**config.mk**
```make
export PLATFORM = sky130hd
export DESIGN_NAME = mono_note_priority_allocator
export DESIGN_NICKNAME = d
export VERILOG_FILES = /design/src/sv/mnpa_pkg.sv /design/src/sv/mnpa_ctrl.sv /design/src/sv/mnpa_dpath.sv /design/src/sv/mono_note_priority_allocator.sv
export SDC_FILE = /design/constraint.sdc
export NUM_CORES = 1
export LEC_CHECK = 0
export BUFFER_PORTS_ARGS = -buffer_cell sky130_fd_sc_hd__buf_2
export CORE_ASPECT_RATIO = 0.8
export CORE_MARGIN = 2
export CORE_UTILIZATION = 42
export CTS_BUF_LIST = sky130_fd_sc_hd__clkbuf_4 sky130_fd_sc_hd__clkbuf_8
export CTS_CLUSTER_SIZE = 24
export DETAILED_ROUTE_END_ITERATION = 6
export PLACE_DENSITY = 0.64
export SLEW_MARGIN = 20
export SYNTH_ARGS = -nofsm -noshare
export SYNTH_HDL_FRONTEND = slang
export SYNTH_HIERARCHICAL = 1
export SYNTH_SLANG_ARGS = --single-unit
```
**constraint.sdc**
```tcl
create_clock -name clk_i -period 4.02 [get_ports clk_i]
set_clock_uncertainty 0.05 [all_clocks]
set_input_delay 0.201 -clock clk_i [delete_from_list [all_inputs] [get_ports clk_i]]
set_output_delay 0.201 -clock clk_i [all_outputs]
set_load 0.02 [all_outputs]
```
**src/sv/mnpa_pkg.sv**
```systemverilog
// Shared types and constants of the mono note priority allocator.
// Used by mnpa_ctrl, mnpa_dpath and mono_note_priority_allocator; no dependencies.
package mnpa_pkg;

  localparam int unsigned HELD_DEPTH_DEF = 16;
  localparam int unsigned UNISON_COPIES  = 8;
  localparam int unsigned COPY_W         = $clog2(UNISON_COPIES);

  localparam logic [2:0] MODE_POLY      = 3'd0;
  localparam logic [2:0] MODE_UNISON    = 3'd1;
  localparam logic [2:0] MODE_SOLO_LAST = 3'd2;
  localparam logic [2:0] MODE_SOLO_LOW  = 3'd3;
  localparam logic [2:0] MODE_SOLO_HIGH = 3'd4;

  localparam logic [3:0] NIB_NOTE_OFF = 4'h8;
  localparam logic [3:0] NIB_NOTE_ON  = 4'h9;

  localparam logic [7:0] STATUS_OFF_CH1 = 8'h80;
  localparam logic [7:0] STATUS_ON_CH1  = 8'h90;

  typedef enum logic [1:0] {
    EK_PASS = 2'd0,
    EK_OFF  = 2'd1,
    EK_ON   = 2'd2
  } emit_e;

  typedef enum logic [2:0] {
    IX_HOLD = 3'd0,
    IX_ZERO = 3'd1,
    IX_ONE  = 3'd2,
    IX_INC  = 3'd3,
    IX_TOP  = 3'd4
  } idx_op_e;

  typedef struct packed {
    logic    load;
    logic    emit;
    emit_e   emit_kind;
    logic    emit_last;
    idx_op_e idx_op;
    logic    shift_wr;
    logic    push;
    logic    cnt_dec;
    logic    win_load;
    logic    scan_cmp;
    logic    copies_load;
    logic    copies_dec;
    logic    sv_clear;
    logic    sound_set;
  } mnpa_cmd_t;

  typedef struct packed {
    logic is_on;
    logic is_off;
    logic solo;
    logic idx_at_end;
    logic full;
    logic empty;
    logic match;
    logic sv;
    logic win_ne_sn;
    logic d1_eq_sn;
    logic copies_zero;
  } mnpa_stat_t;

endpackage

```
**src/sv/mnpa_ctrl.sv**
```systemverilog
// Sequencer of the mono note priority allocator.
// Depends on mnpa_pkg; drives mnpa_dpath through command and status structs.
module mnpa_ctrl import mnpa_pkg::*; (
  input  logic       clk_i,
  input  logic       rst_ni,
  input  logic       start_i,
  output logic       busy_o,
  input  mnpa_stat_t stat_i,
  output mnpa_cmd_t  cmd_o
);

  typedef enum logic [14:0] {
    ST_IDLE     = 15'b000000000000001,
    ST_DISPATCH = 15'b000000000000010,
    ST_PASS     = 15'b000000000000100,
    ST_SH_RD    = 15'b000000000001000,
    ST_SH_WR    = 15'b000000000010000,
    ST_FIND_RD  = 15'b000000000100000,
    ST_FIND_CMP = 15'b000000001000000,
    ST_PUSH     = 15'b000000010000000,
    ST_POST_OFF = 15'b000000100000000,
    ST_TOP_RD   = 15'b000001000000000,
    ST_TOP_LD   = 15'b000010000000000,
    ST_SCAN_RD  = 15'b000100000000000,
    ST_SCAN_CMP = 15'b001000000000000,
    ST_EMIT_OFF = 15'b010000000000000,
    ST_EMIT_ON  = 15'b100000000000000
  } state_e;

  state_e state_q, state_d;

  assign busy_o = (state_q != ST_IDLE);

  always_comb begin
    state_d = state_q;
    cmd_o   = '0;
    case (state_q)
      ST_IDLE: begin
        if (start_i) begin
          cmd_o.load = 1'b1;
          state_d    = ST_DISPATCH;
        end
      end
      ST_DISPATCH: begin
        if (!stat_i.solo || (!stat_i.is_on && !stat_i.is_off)) begin
          cmd_o.copies_load = 1'b1;
          state_d           = ST_PASS;
        end else if (stat_i.is_on) begin
          if (stat_i.full) begin
            cmd_o.idx_op = IX_ONE;
            state_d      = ST_SH_RD;
          end else begin
            state_d = ST_PUSH;
          end
        end else begin
          cmd_o.idx_op = IX_ZERO;
          state_d      = ST_FIND_RD;
        end
      end
      ST_PASS: begin
        cmd_o.emit       = 1'b1;
        cmd_o.emit_kind  = EK_PASS;
        cmd_o.emit_last  = stat_i.copies_zero;
        cmd_o.copies_dec = 1'b1;
        if (stat_i.copies_zero) begin
          state_d = ST_IDLE;
        end
      end
      ST_FIND_RD: begin
        if (stat_i.idx_at_end) begin
          state_d = ST_POST_OFF;
        end else begin
          state_d = ST_FIND_CMP;
        end
      end
      ST_FIND_CMP: begin
        cmd_o.idx_op = IX_INC;
        if (stat_i.match) begin
          state_d = ST_SH_RD;
        end else begin
          state_d = ST_FIND_RD;
        end
      end
      ST_SH_RD: begin
        if (stat_i.idx_at_end) begin
          cmd_o.cnt_dec = 1'b1;
          state_d       = stat_i.is_on ? ST_PUSH : ST_POST_OFF;
        end else begin
          state_d = ST_SH_WR;
        end
      end
      ST_SH_WR: begin
        cmd_o.shift_wr = 1'b1;
        cmd_o.idx_op   = IX_INC;
        state_d        = ST_SH_RD;
      end
      ST_PUSH: begin
        cmd_o.push   = 1'b1;
        cmd_o.idx_op = IX_ZERO;
        state_d      = ST_SCAN_RD;
      end
      ST_POST_OFF: begin
        if (stat_i.empty) begin
          // stack drained: release the voice if one sounds
          cmd_o.emit      = stat_i.sv;
          cmd_o.emit_kind = EK_OFF;
          cmd_o.emit_last = 1'b1;
          cmd_o.sv_clear  = 1'b1;
          state_d         = ST_IDLE;
        end else if (stat_i.sv && stat_i.d1_eq_sn) begin
          cmd_o.idx_op = IX_TOP;
          state_d      = ST_TOP_RD;
        end else begin
          state_d = ST_IDLE;
        end
      end
      ST_TOP_RD: begin
        state_d = ST_TOP_LD;
      end
      ST_TOP_LD: begin
        cmd_o.win_load = 1'b1;
        cmd_o.idx_op   = IX_ZERO;
        state_d        = ST_SCAN_RD;
      end
      ST_SCAN_RD: begin
        if (stat_i.idx_at_end) begin
          if (stat_i.is_on && !(stat_i.sv && stat_i.win_ne_sn)) begin
            state_d = ST_EMIT_ON;
          end else begin
            state_d = ST_EMIT_OFF;
          end
        end else begin
          state_d = ST_SCAN_CMP;
        end
      end
      ST_SCAN_CMP: begin
        cmd_o.scan_cmp = 1'b1;
        cmd_o.idx_op   = IX_INC;
        state_d        = ST_SCAN_RD;
      end
      ST_EMIT_OFF: begin
        cmd_o.emit      = 1'b1;
        cmd_o.emit_kind = EK_OFF;
        state_d         = ST_EMIT_ON;
      end
      ST_EMIT_ON: begin
        cmd_o.emit      = 1'b1;
        cmd_o.emit_kind = EK_ON;
        cmd_o.emit_last = 1'b1;
        cmd_o.sound_set = 1'b1;
        state_d         = ST_IDLE;
      end
      default: begin
        state_d = ST_IDLE;
      end
    endcase
  end

  always_ff @(posedge clk_i or negedge rst_ni) begin
    if (!rst_ni) begin
      state_q <= ST_IDLE;
    end else begin
      state_q <= state_d;
    end
  end

endmodule

```
**src/sv/mnpa_dpath.sv**
```systemverilog
// Datapath of the mono note priority allocator: held-note stack memory,
// index and count registers, winner and sounding-note registers, result register.
// Depends on mnpa_pkg; steered by mnpa_ctrl.
module mnpa_dpath import mnpa_pkg::*; #(
  parameter int unsigned HELD_DEPTH = HELD_DEPTH_DEF
) (
  input  logic       clk_i,
  input  logic       rst_ni,
  input  logic       cfg_we_i,
  input  logic [2:0] cfg_data_i,
  input  logic [7:0] status_i,
  input  logic [6:0] data1_i,
  input  logic [6:0] data2_i,
  input  mnpa_cmd_t  cmd_i,
  output mnpa_stat_t stat_o,
  output logic       out_valid_o,
  output logic [7:0] out_status_o,
  output logic [6:0] out_data1_o,
  output logic [6:0] out_data2_o,
  output logic       last_o
);

  localparam int unsigned IW = $clog2(HELD_DEPTH);
  localparam int unsigned CW = $clog2(HELD_DEPTH + 1);

  logic [2:0]        mode_q;
  logic [7:0]        st_q;
  logic [6:0]        d1_q, d2_q;
  logic [CW-1:0]     count_q, count_d;
  logic [CW-1:0]     idx_q, idx_d;
  logic [CW-1:0]     idx_m1;
  logic [6:0]        win_q, wvel_q;
  logic [6:0]        sn_q;
  logic              sv_q;
  logic [COPY_W-1:0] copies_q;
  logic [13:0]       mem_q [HELD_DEPTH];
  logic [13:0]       rdata_q;
  logic              mem_we;
  logic [IW-1:0]     mem_waddr;
  logic [13:0]       mem_wdata;
  logic [6:0]        rnote, rvel;
  logic              better;
  logic              out_valid_q, last_q;
  logic [7:0]        out_status_q;
  logic [6:0]        out_data1_q, out_data2_q;

  assign rnote = rdata_q[13:7];
  assign rvel  = rdata_q[6:0];

  assign stat_o.is_on       = (st_q[7:4] == NIB_NOTE_ON) && (d2_q != '0);
  assign stat_o.is_off      = (st_q[7:4] == NIB_NOTE_OFF) ||
                              ((st_q[7:4] == NIB_NOTE_ON) && (d2_q == '0));
  assign stat_o.solo        = (mode_q >= MODE_SOLO_LAST);
  assign stat_o.idx_at_end  = (idx_q == count_q);
  assign stat_o.full        = (count_q == CW'(HELD_DEPTH));
  assign stat_o.empty       = (count_q == '0);
  assign stat_o.match       = (rnote == d1_q);
  assign stat_o.sv          = sv_q;
  assign stat_o.win_ne_sn   = (win_q != sn_q);
  assign stat_o.d1_eq_sn    = (d1_q == sn_q);
  assign stat_o.copies_zero = (copies_q == '0);

  // strict compare: a tie keeps the current winner
  assign better = ((mode_q == MODE_SOLO_LOW) && (rnote < win_q)) ||
                  ((mode_q == MODE_SOLO_HIGH) && (rnote > win_q));

  assign idx_m1    = idx_q - 1'b1;
  assign mem_we    = cmd_i.shift_wr || cmd_i.push;
  assign mem_waddr = cmd_i.shift_wr ? idx_m1[IW-1:0] : count_q[IW-1:0];
  assign mem_wdata = cmd_i.shift_wr ? rdata_q : {d1_q, d2_q};

  always_comb begin
    case (cmd_i.idx_op)
      IX_ZERO: idx_d = '0;
      IX_ONE:  idx_d = CW'(1);
      IX_INC:  idx_d = idx_q + 1'b1;
      IX_TOP:  idx_d = count_q - 1'b1;
      default: idx_d = idx_q;
    endcase
  end

  always_comb begin
    count_d = count_q;
    if (cmd_i.push) begin
      count_d = count_q + 1'b1;
    end else if (cmd_i.cnt_dec) begin
      count_d = count_q - 1'b1;
    end
  end

  // stack memory: one write and one registered read per cycle
  always_ff @(posedge clk_i) begin
    if (mem_we) begin
      mem_q[mem_waddr] <= mem_wdata;
    end
    rdata_q <= mem_q[idx_q[IW-1:0]];
  end

  always_ff @(posedge clk_i or negedge rst_ni) begin
    if (!rst_ni) begin
      mode_q      <= MODE_POLY;
      count_q     <= '0;
      idx_q       <= '0;
      sn_q        <= '0;
      sv_q        <= 1'b0;
      out_valid_q <= 1'b0;
    end else begin
      if (cfg_we_i) begin
        mode_q <= cfg_data_i;
      end
      count_q     <= count_d;
      idx_q       <= idx_d;
      out_valid_q <= cmd_i.emit;
      if (cmd_i.sound_set) begin
        sn_q <= win_q;
        sv_q <= 1'b1;
      end else if (cmd_i.sv_clear) begin
        sv_q <= 1'b0;
      end
    end
  end

  always_ff @(posedge clk_i) begin
    if (cmd_i.load) begin
      st_q <= status_i;
      d1_q <= data1_i;
      d2_q <= data2_i;
    end
    if (cmd_i.copies_load) begin
      copies_q <= ((mode_q == MODE_UNISON) && stat_o.is_on) ?
                  COPY_W'(UNISON_COPIES - 1) : '0;
    end else if (cmd_i.copies_dec) begin
      copies_q <= copies_q - 1'b1;
    end
    if (cmd_i.push) begin
      win_q  <= d1_q;
      wvel_q <= d2_q;
    end else if (cmd_i.win_load || (cmd_i.scan_cmp && better)) begin
      win_q  <= rnote;
      wvel_q <= rvel;
    end
    if (cmd_i.emit) begin
      last_q <= cmd_i.emit_last;
      case (cmd_i.emit_kind)
        EK_OFF: begin
          out_status_q <= STATUS_OFF_CH1;
          out_data1_q  <= sn_q;
          out_data2_q  <= '0;
        end
        EK_ON: begin
          out_status_q <= STATUS_ON_CH1;
          out_data1_q  <= win_q;
          out_data2_q  <= wvel_q;
        end
        default: begin
          out_status_q <= st_q;
          out_data1_q  <= d1_q;
          out_data2_q  <= d2_q;
        end
      endcase
    end
  end

  assign out_valid_o  = out_valid_q;
  assign out_status_o = out_status_q;
  assign out_data1_o  = out_data1_q;
  assign out_data2_o  = out_data2_q;
  assign last_o       = last_q;

endmodule

```
**src/sv/mono_note_priority_allocator.sv**
```systemverilog
// Pass-through and unison results are issued one per cycle, as a run of results for the message.
// Solo note-on: a full stack first drops its oldest entry; the note is pushed, then the winner scan runs.
// Solo note-off: search, stack close-up, winner scan when the sounding note is released, up to two results.
// The stack memory has one read port, so search, shift and scan each visit one entry at a time.
// One message at a time; busy_o stays high until its last result is issued; the receiver cannot stall.
// Reset (rst_ni low) empties the stack, silences the voice and selects poly mode; no clearing pass.
module mono_note_priority_allocator import mnpa_pkg::*; #(
  parameter int unsigned HELD_DEPTH = HELD_DEPTH_DEF
) (
  input  logic       clk_i,
  input  logic       rst_ni,
  // message in: transfer on start_i while busy_o is low
  input  logic       start_i,
  output logic       busy_o,
  input  logic [7:0] status_i,
  input  logic [6:0] data1_i,
  input  logic [6:0] data2_i,
  // voice mode register, write only
  input  logic       cfg_we_i,
  input  logic [2:0] cfg_data_i,
  // results: one transfer per cycle in which out_valid_o is high
  output logic       out_valid_o,
  output logic [7:0] out_status_o,
  output logic [6:0] out_data1_o,
  output logic [6:0] out_data2_o,
  output logic       last_o
);

  mnpa_cmd_t  cmd;
  mnpa_stat_t stat;

  // Sequencer: dispatch on mode and message type, walk the stack, issue results.
  mnpa_ctrl u_ctrl (
    .clk_i   (clk_i),
    .rst_ni  (rst_ni),
    .start_i (start_i),
    .busy_o  (busy_o),
    .stat_i  (stat),
    .cmd_o   (cmd)
  );

  // Datapath: held-note stack, winner tracking, sounding voice and result register.
  mnpa_dpath #(
    .HELD_DEPTH (HELD_DEPTH)
  ) u_dpath (
    .clk_i        (clk_i),
    .rst_ni       (rst_ni),
    .cfg_we_i     (cfg_we_i),
    .cfg_data_i   (cfg_data_i),
    .status_i     (status_i),
    .data1_i      (data1_i),
    .data2_i      (data2_i),
    .cmd_i        (cmd),
    .stat_o       (stat),
    .out_valid_o  (out_valid_o),
    .out_status_o (out_status_o),
    .out_data1_o  (out_data1_o),
    .out_data2_o  (out_data2_o),
    .last_o       (last_o)
  );

endmodule
```
==> qor.csv <==
metric;value;unit
status;complete, no violations;
period_minus_slack;3.55;ns
regArea;9800;sq um
avgSynthCellArea;17.0;sq um
utilization;0.491;
fp-row-count;60;
synthFlopType;edfxtp_1;
place_congestion;0.856;
synth_fa_ha_area_frac;0.0141;
max_stage_delay;0.64;ns
cts_max_level;2;
clock_latency;0.61;ns
worst_pin_slew;0.931;ns
syn-num-nets;881;
crit_buf_inv;2;
area_growth;15.7;%
slew_violations;0;
synth-simple-area-share;0.0679;
rsz0062_at_grt;no;
clkSlewWorstSetupHoldPaths;0.07;ns
n_fill_cell;2793;
cts_setup_buffers;0;
worstPathArrival;3.81;ns
critPathLaunchType;register;
required;4.27;ns
antenna_left;0;
synth-compound-area-share;0.0392;
cpLargestDelayFamily;simple AND/OR/NAND/NOR gates;
irDropWorstVdd;351;uV
r2r.worst_path.cells;8;
finalNetCount;1006;
synth_top_area_cell;edfxtp_1;
wl_per_cell;20.8;microns
drt_iter0_drc;681;
synth.area.top_cells;edfxtp_1 (60%), mux4_2 (11%), dfrtp_1 (6.3%), mux2_2 (3.0%), dfxtp_1 (2.0%);
multi_input_area;4080;sq um
max_slew_margin;0.373;
r2r_start;u_ctrl/state_q[13];
avgViaCountPerCell;5.45;
place_ws;0.519;ns
ff2ff_setup_slack;0.47;ns
drive_above_1_share;0.304;
die_w;210;microns
setup-tns-final;0;ns
cts_buffers;50;
num_antenna_cells;0;
grt_pass1_vias;7992;
synth_sequential_area_ratio;0.689;
final_area;16400;sq um
synthMuxAreaShare;0.142;
worst-path-max-fanout;8;
pin_count;54;
setup-violations-final;0;
critPathCaptureType;register;
synth_top_cell_area_share;0.604;
antenna_found_initial;1;
start_util;0.424;
clock_sinks;337;
grt.overflow.total;0;
netlist_instances;836;
grt_util_all_layers;0.173;
pwr_density_cell;486;nW/um^2
r2r-end;u_dpath/mem_q[0][4];
p_leak;5.66;nW
die_h;169;microns
grt_max_degree;63;
drv_cap;0;
synth_area;14200;sq um
clock_path_buffers;3;
hpwl;19700;microns
min_period_over_period;0.884;
yosys_register_bits;337;
placed_area;15100;sq um
synth.distinct_cells;60;
critical_path_class;reg2reg;
cts_tree;yes;
dr.pass1.iters;5;
critical_path.cell_chain;or3_1 > nor3_2 > and4b_1 > inv_1 > o21ai_0 > nand2b_1 > nor2_1 > buf_4;
hold_class;in2async;
yosysWarnings;6;
wirelength;29900;microns
max_freq;282;MHz
clock_tree.root_cell;clkbuf_8;
num_vias;7820;
numPortBuffers;53;
synth-xor-area-share;0.0234;
synth_top_family_by_area;multiplexers;
cp_slowest_cell;nor2_1;
dieArea;35300;sq um
fin_hold_ws;0.235;ns
async_flop_share;0.110;
core_region_area;33500;sq um
fin_ws;0.468;ns
drc_errors;0;
hold_violations;0;
grt_pass1_wl;47000;microns
synth-edff-count;286;
-- worst max-delay path by stage --
stage,startpoint,to,slack (ns),cells after the start
3_3_place_gp,u_ctrl/state_q[13],u_dpath/mem_q[5][6],0.30,7
4_1_cts,u_ctrl/state_q[13],u_dpath/mem_q[0][4],0.51,8
6_report,u_ctrl/state_q[13],u_dpath/mem_q[0][4],0.47,8
3_5_place_dp,u_ctrl/state_q[13],u_dpath/mem_q[0][3],0.52,8
5_1_grt,u_ctrl/state_q[13],u_dpath/mem_q[0][4],0.24,8
2_1_floorplan,u_ctrl/state_q[1],u_dpath/mem_q[6][0],0.74,8
-- logic make-up (layout without fill, tap and decap cells) --
group | after synthesis | after routing
xor gates and xnor gates | 38 | 38
and+or+nand+nor | 172 | 172
AOI/OAI and AO/OA | 88 | 88
buffers and inverters | 75 | 239
adders and majority gates | 16 | 16
muxes | 110 | 110
DFF | 337 | 337
-- cells in the final DEF (no fill, tap or decap), types with 8 or more instances in the layout --
cell type      netlist  final
a21oi_1             19     19
a22oi_1              9      9
and2_1               8      8
buf_2                6     53
buf_4                1     34
clkbuf_4             0     16
clkbuf_8             0     59
dfrtp_1             36     34
dfxtp_1             14     14
dlygate4sd3_1        0     30
edfxtp_1           286    286
ha_1                16     16
inv_1               30     30
mux2_2              38     38
mux4_2              69     69
nand2_1             26     26
nand3_1             14     14
nand4_1              9      9
nor2_1              45     42
nor3_1              12     12
nor4_1              12     12
o21ai_0             28     28
xnor2_1             23     23
xor2_1              15     15
-- per-stage QoR --
| stage | power, mW | instances |
|---|---|---|
| 5_1_grt | 8.33 | 1434 |
| 6_report | 7.99 | 1434 |
| 2_1_floorplan | 4.82 | 836 |
| 3_5_place_dp | 5.16 | 1313 |
| 3_3_place_gp | 5.14 | 1313 |
| 4_1_cts | 8.07 | 1434 |
-- repair_timing --
item	CTS	global route
hold buffers	30	0
endpoints found under the hold margin	63	0
resized for setup	0	0
-- cell usage after synthesis (4+ instances only) --
| cell type | count |
|---|---|
| a22o_1 | 7 |
| mux2_2 | 38 |
| dfrtp_1 | 36 |
| a31oi_1 | 7 |
| xor2_1 | 15 |
| clkbuf_1 | 28 |
| nor4b_1 | 4 |
| dfxtp_1 | 14 |
| nand4_1 | 9 |
| nor4_1 | 12 |
| nand2_1 | 26 |
| or2_2 | 4 |
| buf_2 | 6 |
| edfxtp_1 | 286 |
| mux4_2 | 69 |
| ha_1 | 16 |
| nor2_1 | 45 |
| a22oi_1 | 9 |
| nand3_1 | 14 |
| a21oi_1 | 19 |
| nor2b_1 | 4 |
| xnor2_1 | 23 |
| inv_1 | 30 |
| nor3_1 | 12 |
| o21ai_0 | 28 |
| buf_6 | 7 |
| and2_1 | 8 |
| and3_1 | 4 |
-- registers in the layout, indices dropped and copies added, names as in the netlist, 3 cells and up --
name / flops
u_dpath/mem_q: 224
u_ctrl/state_q: 15
u_dpath/rdata_q: 14
u_dpath/out_status_o: 8
u_dpath/st_q: 8
u_dpath/d1_q: 7
u_dpath/d2_q: 7
u_dpath/out_data1_o: 7
u_dpath/out_data2_o: 7
u_dpath/sn_q: 7
u_dpath/win_q: 7
u_dpath/wvel_q: 7
u_dpath/count_q: 5
u_dpath/idx_q: 5
u_dpath/copies_q: 3
u_dpath/mode_q: 3
-- metal layers --
layer,track usage,up-vias,wire length [microns]
met4,0.0524,0,564
li1,-,3547,-
met5,0,-,0
met2,0.270,241,14000
met1,0.252,3986,13800
met3,0.0299,46,1560
-- where the power goes --
part,switching (mW),internal (mW)
Clock,1.32,1.57
Combinational,0.567,0.334
Sequential,0.112,4.09
Total,2.00,6.00
-- final cells by class --
type                    count  area share
repair buffers            118      0.0511
flip-flops and latches    337       0.596
well taps                 434      0.0330
clock buffers              75      0.0567
inverters                  30     0.00685
clock inverters            16     0.00799
multi-input cells         424       0.248
Power figures use the tool's default switching activity.
